`config.mk`:
```
export PLATFORM = sky130hd
export DESIGN_NAME = mbcs_front
export DESIGN_NICKNAME = d
export VERILOG_FILES = /design/src/rtl/mbcs_pkg.sv /design/src/rtl/mbcs_front.sv
export SDC_FILE = /design/constraint.sdc
export NUM_CORES = 1
export LEC_CHECK = 0
export ABC_AREA = 1
export BUFFER_PORTS_ARGS = -buffer_cell sky130_fd_sc_hd__buf_2
export CAP_MARGIN = 0
export CORE_MARGIN = 2
export CORE_UTILIZATION = 45
export CTS_CLUSTER_SIZE = 10
export DETAILED_ROUTE_END_ITERATION = 16
export GPL_ROUTABILITY_DRIVEN = 0
export HOLD_SLACK_MARGIN = 0.15
export PLACE_DENSITY = 0.81
export SETUP_SLACK_MARGIN = 0.2
export SYNTH_ARGS = -nofsm -noshare
export SYNTH_HDL_FRONTEND = slang
export SYNTH_SLANG_ARGS = --single-unit
```
`constraint.sdc`:
```
create_clock -name i_clk -period 2.4 [get_ports i_clk]
set_input_delay 0.48 -clock i_clk [delete_from_list [all_inputs] [get_ports i_clk]]
set_output_delay 0.48 -clock i_clk [all_outputs]
set_load 0.02 [all_outputs]
```
`src/rtl/mbcs_pkg.sv`:
```
`default_nettype none
// ----------------------------------------------------------------------------
// mbcs_pkg
// shared types, opcodes and tables of the bytecode channel sequencer
// ----------------------------------------------------------------------------
package mbcs_pkg;

    localparam int SONG_AW = 16;
    localparam int CHANNELS = 5;
    localparam int CH_W = 3;
    localparam int MAX_FETCH_STEPS = 96;
    localparam int STEP_W = 7;
    localparam int PC_W = 18;
    localparam int CFG_AW = 5;

    localparam logic [1:0] OP_LOAD = 2'd0;
    localparam logic [1:0] OP_START = 2'd1;
    localparam logic [1:0] OP_TICK = 2'd2;

    localparam logic [2:0] REG_LENGTH = 3'd0;
    localparam logic [2:0] REG_TRACK0 = 3'd1;

    localparam logic [7:0] BC_END = 8'h60;
    localparam logic [7:0] BC_END2 = 8'hFF;
    localparam logic [7:0] BC_REST = 8'hC8;
    localparam logic [7:0] BC_NOTE = 8'hC9;
    localparam logic [7:0] BC_SKIP2 = 8'hF1;
    localparam logic [7:0] BC_JUMP = 8'hF2;
    localparam logic [7:0] BC_SKIP_A = 8'hBC;
    localparam logic [7:0] BC_SKIP_B = 8'hE0;
    localparam logic [7:0] BC_SKIP_C = 8'hCC;
    localparam logic [7:0] BC_SKIP_D = 8'hCF;

    // command from the front part to the back part
    typedef struct packed {
        logic [1:0]      op;
        logic [CH_W-1:0] ch;
        logic [15:0]     addr;
        logic [7:0]      data;
    } t_cmd;

    typedef struct packed {
        logic       port;
        logic [7:0] addr;
        logic [7:0] data;
    } t_wr;

    function automatic logic [10:0] fnum(input logic [3:0] n);
        logic [10:0] f;
        unique case (n)
            4'd0: f = 11'h269;
            4'd1: f = 11'h28E;
            4'd2: f = 11'h2B4;
            4'd3: f = 11'h2DE;
            4'd4: f = 11'h30A;
            4'd5: f = 11'h338;
            4'd6: f = 11'h369;
            4'd7: f = 11'h39C;
            4'd8: f = 11'h3D3;
            4'd9: f = 11'h40E;
            4'd10: f = 11'h44B;
            default: f = 11'h48D;
        endcase
        return f;
    endfunction

    function automatic logic [7:0] patch_row(input logic [2:0] r);
        logic [7:0] v;
        unique case (r)
            3'd0: v = 8'h31;
            3'd1: v = 8'h14;
            3'd2: v = 8'h1F;
            3'd5: v = 8'h05;
            default: v = 8'h00;
        endcase
        return v;
    endfunction

    // write number k of the nine start writes
    function automatic t_wr init_wr(input logic [3:0] k);
        t_wr w;
        w.port = 1'b0;
        w.addr = 8'h28;
        unique case (k)
            4'd0: begin w.addr = 8'h29; w.data = 8'h80; end
            4'd1: begin w.addr = 8'h27; w.data = 8'h30; end
            4'd2: begin w.addr = 8'h07; w.data = 8'hB8; end
            4'd3: w.data = 8'd0;
            4'd4: w.data = 8'd1;
            4'd5: w.data = 8'd2;
            4'd6: w.data = 8'd4;
            4'd7: w.data = 8'd5;
            default: w.data = 8'd6;
        endcase
        return w;
    endfunction

endpackage
`default_nettype wire

```
`src/rtl/mbcs_front.sv`:
```
`default_nettype none
// ----------------------------------------------------------------------------
// mbcs_front
// takes input beats and queues them as commands for the back part
// ----------------------------------------------------------------------------
module mbcs_front (
    input  wire logic           i_clk,
    input  wire logic           i_rst_n,
    input  wire logic           i_valid,
    output logic                o_ready,
    input  wire mbcs_pkg::t_cmd i_cmd,
    output logic                o_cmd_valid,
    input  wire logic           i_cmd_take,
    output mbcs_pkg::t_cmd      o_cmd
);
    import mbcs_pkg::*;

    t_cmd r_q [2];
    logic r_wp, r_rp;
    logic [1:0] r_cnt;
    logic push, pop;

    assign o_ready = (r_cnt != 2'd2);
    assign push = i_valid && o_ready;
    assign o_cmd_valid = (r_cnt != 2'd0);
    assign pop = o_cmd_valid && i_cmd_take;
    assign o_cmd = r_q[r_rp];

    always_ff @(posedge i_clk) begin
        if (push) begin
            r_q[r_wp] <= i_cmd;
        end
        if (!i_rst_n) begin
            r_wp <= 1'b0;
            r_rp <= 1'b0;
            r_cnt <= 2'd0;
        end else begin
            if (push) r_wp <= ~r_wp;
            if (pop) r_rp <= ~r_rp;
            r_cnt <= r_cnt + {1'b0, push} - {1'b0, pop};
        end
    end
endmodule
`default_nettype wire

```
==> flow_metrics.tcl <==
set metrics [dict create \
    die_area_um2 5870 \
    grt_overflow 0 \
    clkTransAtPathRegs_ns 0.06 \
    ir_drop_mv 0.993 \
    timing.rr.end "r_cnt[1]$_SDFF_PN0_" \
    synth_nets 161 \
    avgSynthCellArea_um2 18.8 \
    port_buffers 63 \
    ff2ff_setup_slack_ns 0.88 \
    route.detailed.drc 0 \
    slowest_stage "mux2_2" \
    finalCriticalPeriod_ns 1.99 \
    drive_above_1_share_pct 53.6 \
    fin_hold_ws_ns 0.344 \
    wl_per_cell_um 13.7 \
    grt_first_pass_wirelength_um 6170 \
    worstHoldPathCells 1 \
    pwr_density_cell_nw_per_um2 1120 \
    synth_top_family_by_area "multiplexers" \
    grt_max_degree 21 \
    arrival_ns 1.51 \
    final_cell_mix "buf_2, edfxtp_1, mux2_2, mux2_4" \
    synthCells 126 \
    cp-end-kind "output port" \
    routed_via_density 4.69 \
    fin_setup_tns_ns 0 \
    dp_cells 262 \
    crit_type "flip-flop to output port" \
    grtUsageMet3_pct 4.62 \
    r2r-start "r_cnt[0]$_SDFF_PN0_" \
    core-area_um2 5110 \
    relSlewSlack_pct 78.9 \
    busiest_layer "met2" \
    synthMuxAreaShare_pct 15.3 \
    tightest_slew_ns 0.317 \
    reg2reg_depth 10 \
    cts_post_setup_buffers_inserted 0 \
    cts.sinks 63 \
    min_from "i_cmd[4]" \
    grtUsageMet2_pct 23.4 \
    start_util_pct 46.5 \
    ant_nets 0 \
    hold_class "input port to flip-flop" \
    rows 26 \
    worstSetupPathDepth 3 \
    crit_family "buffers and inverters" \
    fin_cells 277 \
    die_w_um 76.6 \
    grt_antenna_before_repair 0 \
    grt_usage_pct 14.2 \
    synth-compound-area-share_pct 0.422 \
    fp.dieH_um 76.6 \
    cts_tree "done" \
    cp_slowest_stage_delay_ns 0.39 \
    synth_adder_area_share_pct 1.05 \
    post_cts_resized 0 \
    synth_warnings 0 \
    critPathBufInv 2 \
    fin_worst_skew_ns 0.00389 \
    status "complete, no violations" \
    drtPass1Iterations 3 \
    place_ws_ns 0.750 \
    power.total_mw 3.39 \
    yosys.area_share.simple_pct 3.32 \
    slew_viol_final 0 \
    clk_path_buf_depth 2 \
    fillers 414 \
    grt_pass1_vias 1382 \
    cts-hold-fix-buffers 0 \
    cp_max_fo 20 \
    dp_hpwl_um 2550 \
    drv_cap 0 \
    insertion_delay_ns 0.32 \
    diodes 0 \
    cp-start-kind "flip-flop" \
    hold_end "r_q[1][4]$_DFFE_PP_" \
    io_pins 64 \
    clockRootBuffer "clkbuf_8" \
    routed_wl_um 3800 \
    leakage_nw 1.21 \
    timing.final.crit_share_pct 82.8 \
    syn2layout_area_growth_pct 27.3 \
    met1_usage_pct 16.7 \
    nNetsFinal 238 \
    setup_slack_ns 0.413 \
    drtIter0Drc 54 \
    netlist_area_um2 2370 \
    synth_seq_area_share_pct 77.6 \
    max_freq_ghz 0.503 \
    htree_levels 3 \
    final_common_cell "buf_2" \
    numCtsBuffers 9 \
    vias 1300 \
    path_cells "buf_4, mux2_2, buf_2" \
    synthXorXnorAreaFrac_pct 0 \
    critPathRequiredTime_ns 1.92 \
    setup_viol 0 \
    hold_violations 0 \
    synthDistinctLibCells 12 \
    ys_ff_latch 63 \
    rsz0062_at_grt "false" \
]
[how the worst max path moves through the flow]
stage                         from             endpoint  slack [ns]
2_1_floorplan  r_cnt[0]$_SDFF_PN0_  r_q[0][0]$_DFFE_PP_        0.51
3_3_place_gp             flip-flop             o_cmd[3]        0.76
3_5_place_dp             flip-flop             o_cmd[3]        0.75
4_1_cts                  flip-flop             o_cmd[3]        0.39
5_1_grt                  flip-flop             o_cmd[0]        0.32
6_report                 flip-flop             o_cmd[7]        0.41
[cell type report]
type,instances,area (um^2),area share (%)
Clock inverter,5,97.6,3.23
Timing Repair Buffer,69,360,11.9
Inverter,7,26.3,0.870
Multi-Input combinational cell,53,480,15.9
Clock buffer,10,128,4.22
Sequential cell,63,1840,61.0
Tap cell,70,87.6,2.90
[sequential cells by signal (all words and copies together) (netlist names), named ones only]
register,flops
r_cnt,2
r_rp,1
r_wp,1
r_q,58
[metrics by stage]
| stage | util, % | area [um^2] |
|---|---|---|
| after floorplan | - | 2380 |
| after global placement | 54.8 | 2800 |
| after detailed placement | 54.8 | 2800 |
| after CTS | 59.2 | 3020 |
| after global routing | 59.2 | 3020 |
| final | 59.2 | 3020 |
[cells in the mapped netlist]
| library cell | n | area share [%] |
|---|---|---|
| a21oi_1 | 2 | 0.42 |
| buf_2 | 1 | 0.21 |
| buf_6 | 2 | 0.95 |
| dfxtp_1 | 5 | 4.2 |
| edfxtp_1 | 58 | 73 |
| ha_1 | 2 | 1.1 |
| inv_1 | 7 | 1.1 |
| mux2_2 | 19 | 9.0 |
| mux2_4 | 10 | 6.3 |
| nand2_1 | 9 | 1.4 |
| nand3_1 | 3 | 0.63 |
| nor2_1 | 8 | 1.3 |
[layer usage]
metal,wire length (um),share of wire [%]
met1,1660,44
met2,1840,49
met3,217,5.7
met4,78,2.1
met5,0,0
[logic make-up (layout without fill, tap and decap cells)]
kind of cell | after synthesis | in the layout
flip-flops | 63 | 63
multiplexers | 29 | 29
AND/OR/NAND/NOR | 20 | 20
buffers and inverters | 10 | 91
adder cells (fa/ha/maj) | 2 | 2
AO/OA/AOI/OAI | 2 | 2
[where the power goes]
part,internal [mW],total (mW),leakage [nW],switching (mW)
Clock,0.677,1.04,0.111,0.359
Sequential,1.39,1.44,0.583,0.0510
Combinational,0.377,0.909,0.520,0.532
Total,2.45,3.39,1.21,0.942
Note: power is estimated with default switching activity, not from simulation.
